File: config.mk
export PLATFORM = sky130hd
export DESIGN_NAME = equal_width_discretizer_unit_flat
export DESIGN_NICKNAME = d
export VERILOG_FILES = /design/src/design/ewd_pkg.sv /design/src/design/ewd_in_if.sv /design/src/design/ewd_out_if.sv /design/src/design/ewd_front.sv /design/src/design/ewd_fifo.sv /design/src/design/ewd_back.sv /design/src/design/equal_width_discretizer_unit.sv /design/src/flat_wrapper.sv
export SDC_FILE = /design/constraint.sdc
export NUM_CORES = 1
export LEC_CHECK = 0
export ABC_AREA = 1
export BUFFER_PORTS_ARGS = -buffer_cell sky130_fd_sc_hd__buf_2
export CAP_MARGIN = 10
export CORE_MARGIN = 2
export CORE_UTILIZATION = 58
export DETAILED_ROUTE_END_ITERATION = 8
export GPL_TIMING_DRIVEN = 0
export HOLD_SLACK_MARGIN = 0.12
export PLACE_DENSITY = 0.82
export SLEW_MARGIN = 20
export SYNTH_ARGS = -nofsm -noshare
export SYNTH_HDL_FRONTEND = slang
export SYNTH_SLANG_ARGS = --single-unit
File: constraint.sdc
create_clock -name clk -period 4.34 [get_ports clk]
set_clock_uncertainty 0.05 [all_clocks]
set_input_delay 0.868 -clock clk [delete_from_list [all_inputs] [get_ports clk]]
set_output_delay 0.868 -clock clk [all_outputs]
set_load 0.005 [all_outputs]
File: src/design/ewd_pkg.sv
// Shared types and constants of the equal-width discretizer.
package ewd_pkg;

  localparam int SAMPLE_WIDTH = 16;
  localparam int VALUE_W      = 16;
  localparam int RES_W        = 8;
  localparam int PROD_W       = SAMPLE_WIDTH + RES_W;
  localparam int STEP_W       = $clog2(RES_W);
  localparam int QUEUE_DEPTH  = 4;
  localparam int QUEUE_AW     = $clog2(QUEUE_DEPTH);
  localparam int QUEUE_CW     = $clog2(QUEUE_DEPTH + 1);

  localparam logic [RES_W-1:0] RES_RESET = RES_W'(10);
  localparam logic [RES_W-1:0] RES_MIN   = RES_W'(2);

  // Configuration register indexes
  localparam logic CFG_IDX_RESOLUTION = 1'b0;
  localparam logic CFG_IDX_ENABLE     = 1'b1;

  // Request modes; the unused code is ignored
  typedef enum logic [1:0] {
    MODE_OBSERVE  = 2'd0,
    MODE_CLASSIFY = 2'd1,
    MODE_RESTART  = 2'd2
  } mode_t;

  // Classified request handed from the front to the back
  typedef struct packed {
    logic                    direct;
    logic                    binned;
    logic [VALUE_W-1:0]      value;
    logic [SAMPLE_WIDTH-1:0] diff;
    logic [SAMPLE_WIDTH-1:0] span;
    logic [RES_W-1:0]        res;
  } job_t;

  // Queue status seen by both sides
  typedef struct packed {
    logic empty;
    logic full;
  } q_stat_t;

  typedef enum logic [2:0] {
    B_IDLE,
    B_MUL,
    B_CHK,
    B_DIV,
    B_FIN
  } bstate_t;

endpackage

File: src/design/ewd_in_if.sv
// Request channel: mode and sample with valid/ready.
interface ewd_in_if;
  import ewd_pkg::*;

  logic                    valid;
  logic                    ready;
  logic [1:0]              mode;
  logic [SAMPLE_WIDTH-1:0] sample;

  modport source (output valid, output mode, output sample, input ready);
  modport sink   (input valid, input mode, input sample, output ready);
endinterface

File: src/design/ewd_out_if.sv
// Result channel: value and was_binned with valid/ready.
interface ewd_out_if;
  import ewd_pkg::*;

  logic               valid;
  logic               ready;
  logic [VALUE_W-1:0] value;
  logic               was_binned;

  modport source (output valid, output value, output was_binned, input ready);
  modport sink   (input valid, input value, input was_binned, output ready);
endinterface

File: src/design/ewd_front.sv
// Front end: configuration, running statistics and request classification.
module ewd_front (
  input  logic                       clk,
  input  logic                       rst_n,
  ewd_in_if.sink                     in_ch,
  input  logic                       cfg_we,
  input  logic                       cfg_index,
  input  logic [ewd_pkg::RES_W-1:0]  cfg_wdata,
  input  ewd_pkg::q_stat_t           q_stat,
  output logic                       push,
  output ewd_pkg::job_t              push_job
);
  import ewd_pkg::*;

  logic [RES_W-1:0]        res_r;
  logic                    en_r;
  logic [SAMPLE_WIDTH-1:0] min_r, min_nxt;
  logic [SAMPLE_WIDTH-1:0] max_r, max_nxt;
  logic                    have_r, have_nxt;

  logic                    accept;
  mode_t                   md;
  logic [SAMPLE_WIDTH-1:0] s;
  logic [RES_W-1:0]        res_c;
  logic [SAMPLE_WIDTH-1:0] span;
  logic                    below_min;

  assign in_ch.ready = !q_stat.full;
  assign accept      = in_ch.valid && in_ch.ready;
  assign md          = mode_t'(in_ch.mode);
  assign s           = in_ch.sample;
  assign res_c       = (res_r < RES_MIN) ? RES_MIN : res_r;
  assign span        = max_r - min_r;
  assign below_min   = s < min_r;

  // Configuration writes
  always_ff @(posedge clk) begin
    if (!rst_n) begin
      res_r <= RES_RESET;
      en_r  <= 1'b1;
    end else if (cfg_we) begin
      unique case (cfg_index)
        CFG_IDX_RESOLUTION: res_r <= cfg_wdata;
        CFG_IDX_ENABLE:     en_r  <= cfg_wdata[0];
        default:            res_r <= res_r;
      endcase
    end
  end

  // Fold observations into the running range, clear on restart
  always_comb begin
    min_nxt  = min_r;
    max_nxt  = max_r;
    have_nxt = have_r;
    if (accept) begin
      unique case (md)
        MODE_OBSERVE: begin
          if (below_min) min_nxt = s;
          if (s > max_r) max_nxt = s;
          have_nxt = 1'b1;
        end
        MODE_RESTART: begin
          min_nxt  = '1;
          max_nxt  = '0;
          have_nxt = 1'b0;
        end
        default: have_nxt = have_r;
      endcase
    end
  end

  always_ff @(posedge clk) begin
    if (!rst_n) begin
      min_r  <= '1;
      max_r  <= '0;
      have_r <= 1'b0;
    end else begin
      min_r  <= min_nxt;
      max_r  <= max_nxt;
      have_r <= have_nxt;
    end
  end

  // Classify: pass through, fixed top bin, or hand off to the divider
  always_comb begin
    push_job.direct = 1'b1;
    push_job.binned = 1'b0;
    push_job.value  = VALUE_W'(s);
    push_job.diff   = s - min_r;
    push_job.span   = span;
    push_job.res    = res_c;
    if (en_r && have_r && !below_min) begin
      push_job.binned = 1'b1;
      if (max_r < min_r || span == '0) begin
        push_job.value = {{(VALUE_W-RES_W){1'b0}}, res_c} - VALUE_W'(1);
      end else begin
        push_job.direct = 1'b0;
      end
    end
  end

  assign push = accept && (md == MODE_CLASSIFY);

endmodule

File: src/design/ewd_fifo.sv
// Short request queue between the front and the back.
module ewd_fifo (
  input  logic             clk,
  input  logic             rst_n,
  input  logic             push,
  input  ewd_pkg::job_t    push_job,
  input  logic             pop,
  output ewd_pkg::job_t    pop_job,
  output ewd_pkg::q_stat_t q_stat
);
  import ewd_pkg::*;

  job_t                mem [QUEUE_DEPTH];
  logic [QUEUE_AW-1:0] wr_ptr_r, rd_ptr_r;
  logic [QUEUE_CW-1:0] count_r;

  assign q_stat.empty = (count_r == '0);
  assign q_stat.full  = (count_r == QUEUE_CW'(QUEUE_DEPTH));
  assign pop_job      = mem[rd_ptr_r];

  // Store entries
  always_ff @(posedge clk) begin
    if (push) mem[wr_ptr_r] <= push_job;
  end

  // Advance pointers and occupancy
  always_ff @(posedge clk) begin
    if (!rst_n) begin
      wr_ptr_r <= '0;
      rd_ptr_r <= '0;
      count_r  <= '0;
    end else begin
      if (push) wr_ptr_r <= wr_ptr_r + QUEUE_AW'(1);
      if (pop)  rd_ptr_r <= rd_ptr_r + QUEUE_AW'(1);
      case ({push, pop})
        2'b10:   count_r <= count_r + QUEUE_CW'(1);
        2'b01:   count_r <= count_r - QUEUE_CW'(1);
        default: count_r <= count_r;
      endcase
    end
  end

  a_no_overflow: assert property (@(posedge clk) disable iff (!rst_n)
    push |-> !q_stat.full || pop)
    else $error("queue written while full");

  a_no_underflow: assert property (@(posedge clk) disable iff (!rst_n)
    pop |-> !q_stat.empty)
    else $error("queue read while empty");

endmodule

File: src/design/ewd_back.sv
// Back end: multiply, bounded restoring division and result register.
module ewd_back (
  input  logic             clk,
  input  logic             rst_n,
  input  ewd_pkg::job_t    pop_job,
  input  ewd_pkg::q_stat_t q_stat,
  output logic             pop,
  ewd_out_if.source        out_ch
);
  import ewd_pkg::*;

  bstate_t                 st_r, st_nxt;
  logic [SAMPLE_WIDTH-1:0] diff_r, diff_nxt;
  logic [SAMPLE_WIDTH-1:0] span_r, span_nxt;
  logic [RES_W-1:0]        res_r, res_nxt;
  logic [PROD_W-1:0]       prod_r, prod_nxt;
  logic [SAMPLE_WIDTH-1:0] rem_r, rem_nxt;
  logic [RES_W-1:0]        quo_r, quo_nxt;
  logic [STEP_W-1:0]       step_r, step_nxt;
  logic                    out_valid_r, out_valid_nxt;
  logic [VALUE_W-1:0]      out_value_r, out_value_nxt;
  logic                    out_binned_r, out_binned_nxt;

  logic                    out_free;
  logic                    out_load;
  logic                    saturate;
  logic [SAMPLE_WIDTH:0]   trial;
  logic                    qbit;
  logic [RES_W-1:0]        res_m2;
  logic [RES_W-1:0]        k;

  assign out_free = !out_valid_r || out_ch.ready;
  assign saturate = prod_r >= {span_r, {RES_W{1'b0}}};
  assign trial    = {rem_r, prod_r[PROD_W-1]};
  assign qbit     = trial >= {1'b0, span_r};
  assign res_m2   = res_r - RES_MIN;
  assign k        = (quo_r > res_m2) ? res_m2 : quo_r;

  // Next state
  always_comb begin
    st_nxt = st_r;
    unique case (st_r)
      B_IDLE: if (!q_stat.empty && !pop_job.direct) st_nxt = B_MUL;
      B_MUL:  st_nxt = B_CHK;
      B_CHK:  st_nxt = saturate ? B_FIN : B_DIV;
      B_DIV:  if (step_r == '0) st_nxt = B_FIN;
      B_FIN:  if (out_free) st_nxt = B_IDLE;
      default: st_nxt = B_IDLE;
    endcase
  end

  // Outputs and datapath
  always_comb begin
    pop            = 1'b0;
    out_load       = 1'b0;
    out_value_nxt  = out_value_r;
    out_binned_nxt = out_binned_r;
    diff_nxt       = diff_r;
    span_nxt       = span_r;
    res_nxt        = res_r;
    prod_nxt       = prod_r;
    rem_nxt        = rem_r;
    quo_nxt        = quo_r;
    step_nxt       = step_r;
    unique case (st_r)
      B_IDLE: begin
        if (!q_stat.empty) begin
          if (pop_job.direct) begin
            // Finished already: forward when the result register frees
            if (out_free) begin
              pop            = 1'b1;
              out_load       = 1'b1;
              out_value_nxt  = pop_job.value;
              out_binned_nxt = pop_job.binned;
            end
          end else begin
            pop      = 1'b1;
            diff_nxt = pop_job.diff;
            span_nxt = pop_job.span;
            res_nxt  = pop_job.res;
          end
        end
      end
      B_MUL: begin
        prod_nxt = PROD_W'(diff_r) * PROD_W'(res_r);
      end
      B_CHK: begin
        // Quotient of 256 or more clamps anyway
        if (saturate) begin
          quo_nxt = '1;
        end else begin
          rem_nxt  = prod_r[PROD_W-1:RES_W];
          prod_nxt = {prod_r[RES_W-1:0], {SAMPLE_WIDTH{1'b0}}};
          quo_nxt  = '0;
          step_nxt = STEP_W'(RES_W - 1);
        end
      end
      B_DIV: begin
        // One quotient bit per cycle
        rem_nxt  = qbit ? SAMPLE_WIDTH'(trial - {1'b0, span_r})
                        : trial[SAMPLE_WIDTH-1:0];
        quo_nxt  = {quo_r[RES_W-2:0], qbit};
        prod_nxt = {prod_r[PROD_W-2:0], 1'b0};
        step_nxt = step_r - STEP_W'(1);
      end
      B_FIN: begin
        if (out_free) begin
          out_load       = 1'b1;
          out_value_nxt  = {{(VALUE_W-RES_W){1'b0}}, k} + VALUE_W'(1);
          out_binned_nxt = 1'b1;
        end
      end
      default: pop = 1'b0;
    endcase
  end

  assign out_valid_nxt = out_load ? 1'b1 : (out_ch.ready ? 1'b0 : out_valid_r);

  always_ff @(posedge clk) begin
    if (!rst_n) begin
      st_r        <= B_IDLE;
      out_valid_r <= 1'b0;
    end else begin
      st_r        <= st_nxt;
      out_valid_r <= out_valid_nxt;
    end
  end

  always_ff @(posedge clk) begin
    diff_r       <= diff_nxt;
    span_r       <= span_nxt;
    res_r        <= res_nxt;
    prod_r       <= prod_nxt;
    rem_r        <= rem_nxt;
    quo_r        <= quo_nxt;
    step_r       <= step_nxt;
    out_value_r  <= out_value_nxt;
    out_binned_r <= out_binned_nxt;
  end

  assign out_ch.valid      = out_valid_r;
  assign out_ch.value      = out_value_r;
  assign out_ch.was_binned = out_binned_r;

  a_rem_below_span: assert property (@(posedge clk) disable iff (!rst_n)
    st_r == B_DIV |-> rem_r < span_r)
    else $error("partial remainder reached the range");

  a_bin_in_range: assert property (@(posedge clk) disable iff (!rst_n)
    out_load && st_r == B_FIN |-> out_value_nxt != '0 &&
      out_value_nxt < {{(VALUE_W-RES_W){1'b0}}, res_r})
    else $error("bin number outside 1 .. resolution-1");

  a_fin_after_div: assert property (@(posedge clk) disable iff (!rst_n)
    st_r == B_FIN && $past(st_r) != B_FIN |->
      $past(st_r) == B_DIV || $past(st_r) == B_CHK)
    else $error("result stage entered without a division");

endmodule

File: src/design/equal_width_discretizer_unit.sv
// Equal-width discretizer: front end, request queue and division back end.
// Observe and restart requests give no result.
// A classify request that needs a division passes through the queue, the multiply,
// the range check and the 8-step restoring divider before it reaches the result register;
// a product that saturates the quotient skips the divider, and other classify results
// go from the queue straight to the result register. Divisions run one at a time.
// Reset (synchronous, rst_n low): range empty, no observation, resolution 10, binning on.
module equal_width_discretizer_unit (
  input  logic                      clk,
  input  logic                      rst_n,
  ewd_in_if.sink                    in_ch,
  ewd_out_if.source                 out_ch,
  input  logic                      cfg_we,
  input  logic                      cfg_index,
  input  logic [ewd_pkg::RES_W-1:0] cfg_wdata
);
  import ewd_pkg::*;

  logic    push, pop;
  job_t    push_job, pop_job;
  q_stat_t q_stat;

  ewd_front u_front (
    .clk       (clk),
    .rst_n     (rst_n),
    .in_ch     (in_ch),
    .cfg_we    (cfg_we),
    .cfg_index (cfg_index),
    .cfg_wdata (cfg_wdata),
    .q_stat    (q_stat),
    .push      (push),
    .push_job  (push_job)
  );

  ewd_fifo u_fifo (
    .clk      (clk),
    .rst_n    (rst_n),
    .push     (push),
    .push_job (push_job),
    .pop      (pop),
    .pop_job  (pop_job),
    .q_stat   (q_stat)
  );

  ewd_back u_back (
    .clk     (clk),
    .rst_n   (rst_n),
    .pop_job (pop_job),
    .q_stat  (q_stat),
    .pop     (pop),
    .out_ch  (out_ch)
  );

endmodule

File: src/flat_wrapper.sv
// flat-port wrapper written by rule: the top's interface ports become plain ports
module equal_width_discretizer_unit_flat import ewd_pkg::*;
  (clk, rst_n, cfg_we, cfg_index, cfg_wdata, in_ch_valid, in_ch_mode, in_ch_sample, in_ch_ready, out_ch_valid, out_ch_value, out_ch_was_binned, out_ch_ready);
  ewd_in_if in_ch_i ();
  ewd_out_if out_ch_i ();
  input  logic clk;
  input  logic rst_n;
  input  logic cfg_we;
  input  logic cfg_index;
  input  logic [ewd_pkg::RES_W-1:0] cfg_wdata;
  input wire logic [$bits(in_ch_i.valid)-1:0] in_ch_valid;
  input wire logic [$bits(in_ch_i.mode)-1:0] in_ch_mode;
  input wire logic [$bits(in_ch_i.sample)-1:0] in_ch_sample;
  output wire logic [$bits(in_ch_i.ready)-1:0] in_ch_ready;
  output wire logic [$bits(out_ch_i.valid)-1:0] out_ch_valid;
  output wire logic [$bits(out_ch_i.value)-1:0] out_ch_value;
  output wire logic [$bits(out_ch_i.was_binned)-1:0] out_ch_was_binned;
  input wire logic [$bits(out_ch_i.ready)-1:0] out_ch_ready;
  assign in_ch_i.valid = in_ch_valid;
  assign in_ch_i.mode = in_ch_mode;
  assign in_ch_i.sample = in_ch_sample;
  assign in_ch_ready = in_ch_i.ready;
  assign out_ch_valid = out_ch_i.valid;
  assign out_ch_value = out_ch_i.value;
  assign out_ch_was_binned = out_ch_i.was_binned;
  assign out_ch_i.ready = out_ch_ready;
  equal_width_discretizer_unit u_core (.clk(clk), .rst_n(rst_n), .in_ch(in_ch_i), .out_ch(out_ch_i), .cfg_we(cfg_we), .cfg_index(cfg_index), .cfg_wdata(cfg_wdata));
endmodule
==> out/metrics.sh <==
OUTCOME='complete, but fails checks'
VIOLATIONS='setup timing'
DIODES=0
CLKSINKCOUNT=395
SYNTH_WARNINGS=0
SYNTH-COMPOUND-AREA-SHARE_PCT=10.8
CLOCK_LATENCY_PS=560
BUFFER_CELL_DRIVING_THE_CLOCK_TREE_ROOT='sky130_fd_sc_hd__clkbuf_16'
PLACE.DETAILED.HPWL_MM=45.2
ROUTED_WIRELENGTH_MM=64.7
LAYOUT_MIN_CYCLE_TIME_PS=4610
SYN-CELL-AREA_SQ_UM=23600
PORT_BUFFERS=50
SYNTH_SIMPLE_GATE_AREA_SHARE_PCT=15.8
DRT-WIRELENGTH-PER-CELL_UM=19.5
DPL-INSTANCE-AREA_SQ_UM=25200
FP-ROW-COUNT=73
FINAL_CELL_AREA_SQ_UM=27900
PLACEABLECOREAREA_SQ_UM=40000
FFS_LATCHES_SYNTH=395
FINAL_CELLS=3318
DRT_FIRST_ITER_VIOLATIONS=2175
FLOORPLAN.IO_PINS=51
YOSYS.AREA_SHARE.ADDER_PCT=15.0
NETLIST.AREA_LEADER.SHARE_PCT=43.2
MULTIINPUTGATEAREA_SQ_UM=11100
SYNTH_XOR_AREA_SHARE_PCT=1.74
FINAL.SETUP.WORST_SLACK_PS=-266
WORST_HOLD_PATH_TYPE='flop to flop'
GRT_PASS1_VIAS=19300
GLOBAL_ROUTE.USAGE.TOTAL_PCT=30.3
CTS.HOLD.BUFFERS_ADDED=0
CTS_HTREE_LEVELS=2
LARGEST_FAMILY_OF_LOGIC_CELLS_BY_SYNTHESIZED_AREA='simple AND/OR/NAND/NOR gates'
SYNTH-SEQ-AREA-SHARE_PCT=47.8
START_UTIL_PCT=59.1
MOSTFREQUENTLAYOUTCELLS='sky130_fd_sc_hd__nand2_1 (483), sky130_fd_sc_hd__inv_1 (402), sky130_fd_sc_hd__edfxtp_1 (340)'
DRIVE_ABOVE_1_SHARE_PCT=14.8
FINAL_COMMON_CELL='sky130_fd_sc_hd__nand2_1'
YOSYS_MOST_USED_DFF='sky130_fd_sc_hd__edfxtp_1'
TIMING_HOLD_VIOLATIONS_FINAL=0
RSZ_0062_RAISED_AFTER_GLOBAL_ROUTING='true'
DRC_ERRORS=0
WORST_PIN_SLEW_PS=1090
ENDPOINT_KIND='flop'
MAX_SLEW_MARGIN_PCT=27.0
ANTENNA_FOUND_INITIAL=0
LAYOUT.CORE_UTILIZATION_PCT=69.7
CP_MAX_FO=7
POST_SYNTH_MUX_AREA_SHARE_PCT=0
DIE_WIDTH_UM=206
CTS-BUFFERS-INSERTED=40
SYNTH_AREA_PER_CELL_SQ_UM=9.08
FP.DIEAREA_SQ_UM=42400
ASYNCSETRESETFLOPFRACSYNTH_PCT=0
SLEW_VIOLS_FINAL=0
TIMING.FINAL.SETUP_VIOLATIONS=16
REG2REGPATHDEPTH=18
FILLCELLCOUNT=2751
PERIOD_SHARE_PCT=106
WS_PATH_TYPE='flop to flop'
CRITPATHARRIVALTIME_PS=4800
PLACED_CELLS_INCL_TAPS=3193
PLACE.GP.CONGESTION=0.934
WORST_SETUP_PATH_START_KIND='flop'
SYNTHESIZED_INSTANCE_COUNT=2603
GRT_REMAINING_OVERFLOW=0
DIE_HEIGHT_UM=206
ROUTED_VIA_DENSITY=5.82
ANTENNA_LEFT=0
DETAILEDROUTE.FIRSTPASSITERATIONCOUNT=6
CP_DATA_REQUIRED_TIME_PS=4530
SYNTH_TOP_AREA_CELL='sky130_fd_sc_hd__edfxtp_1'
TRITONCTS='yes'
HOLD_DEPTH=1
NUMBER_OF_ENABLE_FLIP_FLOP_CELLS_AFTER_SYNTHESIS=340
MAX_FREQ_MHz=217
SYN_TO_FINAL_GROWTH_PCT=17.9
SYN-NUM-NETS=2865
GRT_FIRST_PASS_WIRELENGTH_MM=99.9
SYNTH.AREA.TOP_CELLS='sky130_fd_sc_hd__edfxtp_1 (43%), sky130_fd_sc_hd__nand2_1 (8.3%), sky130_fd_sc_hd__ha_1 (7.5%), sky130_fd_sc_hd__fa_1 (7.5%), sky130_fd_sc_hd__inv_1 (6.9%)'
TIMING.MAX_CAP.VIOLATIONS=0
SEQ_AREA_SQ_UM=11300
VIA_COUNT=19300
POST_SYNTH_NUM_CELL_TYPES=51
CTSLONGESTPATHBUFFERS=3
DESIGN.FINAL.NETS=3023
GRT_MAX_DEGREE=25
CTS.CLK_SLEW.WORST_PATHS_PS=60
-- metal layers --
layer / GRT usage (%) / vias up / wire, um
met1: 37.5 / 9205 / 24100
met2: 52.6 / 1041 / 32200
li1: - / 8856 / -
met4: 13.8 / 0 / 2990
met5: 0 / - / 0
met3: 4.38 / 222 / 5430
-- synth_stat cells (16+ instances only) --
master                     count
sky130_fd_sc_hd__o21ai_0     214
sky130_fd_sc_hd__fa_1         88
sky130_fd_sc_hd__nand2_1     523
sky130_fd_sc_hd__edfxtp_1    340
sky130_fd_sc_hd__nand3_1      67
sky130_fd_sc_hd__xnor2_1      22
sky130_fd_sc_hd__inv_1       436
sky130_fd_sc_hd__ha_1        142
sky130_fd_sc_hd__clkbuf_1     84
sky130_fd_sc_hd__xor2_1       25
sky130_fd_sc_hd__o22ai_1      50
sky130_fd_sc_hd__nand4_1      17
sky130_fd_sc_hd__o211ai_1     16
sky130_fd_sc_hd__nor2_1      266
sky130_fd_sc_hd__a21oi_1     128
sky130_fd_sc_hd__dfxtp_1      55
-- final cells by class --
| cell class | instances | area share, % |
|---|---|---|
| Buffer | 87 | 1.83 |
| Clock buffer | 51 | 3.85 |
| Clock inverter | 23 | 1.13 |
| Inverter | 444 | 5.98 |
| Multi-Input combinational cell | 1661 | 40.0 |
| Sequential cell | 395 | 40.6 |
| Tap cell | 525 | 2.36 |
| Timing Repair Buffer | 132 | 4.27 |
-- critical path, stage by stage (launching register included) --
cell,delay [ps]
sky130_fd_sc_hd__edfxtp_1,390
sky130_fd_sc_hd__clkbuf_8,160
sky130_fd_sc_hd__clkbuf_16,160
sky130_fd_sc_hd__nand2_2,60
sky130_fd_sc_hd__inv_2,30
sky130_fd_sc_hd__fa_1,470
sky130_fd_sc_hd__fa_1,510
sky130_fd_sc_hd__fa_1,520
sky130_fd_sc_hd__inv_1,60
sky130_fd_sc_hd__fa_1,570
sky130_fd_sc_hd__inv_2,60
sky130_fd_sc_hd__ha_4,280
sky130_fd_sc_hd__a21oi_4,160
sky130_fd_sc_hd__inv_1,70
sky130_fd_sc_hd__a21oi_2,150
sky130_fd_sc_hd__inv_1,90
sky130_fd_sc_hd__a21oi_4,150
sky130_fd_sc_hd__xor2_2,260
sky130_fd_sc_hd__o21ai_1,110
-- stage by stage --
step / hold slack (ps) / TNS [ps] / setup slack [ps]
5_1_grt: 426 / -4640 / -387
2_1_floorplan: 372 / -45.0 / -44.9
3_5_place_dp: 404 / -9260 / -717
6_report: 422 / -2490 / -266
3_3_place_gp: 387 / -448000 / -1940
4_1_cts: 413 / -1900 / -179
-- path summary, 6_finish.rpt --
| path | from | end | slack (ps) |
|---|---|---|---|
| worst max-delay path | u_core.u_back.res_r[7] | u_core.u_back.prod_r[14] | -270 |
| worst min-delay path | u_core.u_fifo.count_r[0] | u_core.u_fifo.count_r[0] | 420 |
| worst max register to register | u_core.u_back.res_r[7] | u_core.u_back.prod_r[14] | -270 |
| worst min register to register | u_core.u_fifo.count_r[0] | u_core.u_fifo.count_r[0] | 420 |
-- registers in the layout, indices dropped and copies added, names as in the netlist, 3 cells and up, named ones only --
| register | count |
|---|---|
| u_core.u_front.res_r | 8 |
| u_core.u_front.min_r | 16 |
| u_core.u_back.step_r | 3 |
| u_core.u_fifo.count_r | 3 |
| u_core.u_back.diff_r | 16 |
| u_core.u_back.prod_r | 24 |
| u_core.u_back.st_r | 3 |
| u_core.u_fifo.mem | 232 |
| u_core.u_front.max_r | 16 |
| u_core.u_back.span_r | 16 |
| u_core.u_back.quo_r | 8 |
| u_core.u_back.rem_r | 16 |
| u_core.u_back.res_r | 8 |
| u_core.u_back.out_ch.value | 16 |
-- repair_timing --
item,4_1_cts,5_1_grt
gates cloned,1,1
pin swaps,99,76
hold endpoints to repair,0,0
gates resized for setup,143,90
setup endpoints to repair,18,17
buffers inserted,52,14
-- kinds of logic after synthesis --
kind of cell | Yosys count
AO/OA/AOI/OAI | 462
XOR/XNOR | 47
adder cells (fa/ha/maj) | 230
buffers and inverters | 547
flip-flops | 395
AND/OR/NAND/NOR | 922
Power is not shown: default switching activity piles up to over one toggle a cycle in this logic, so the estimate is an artifact.
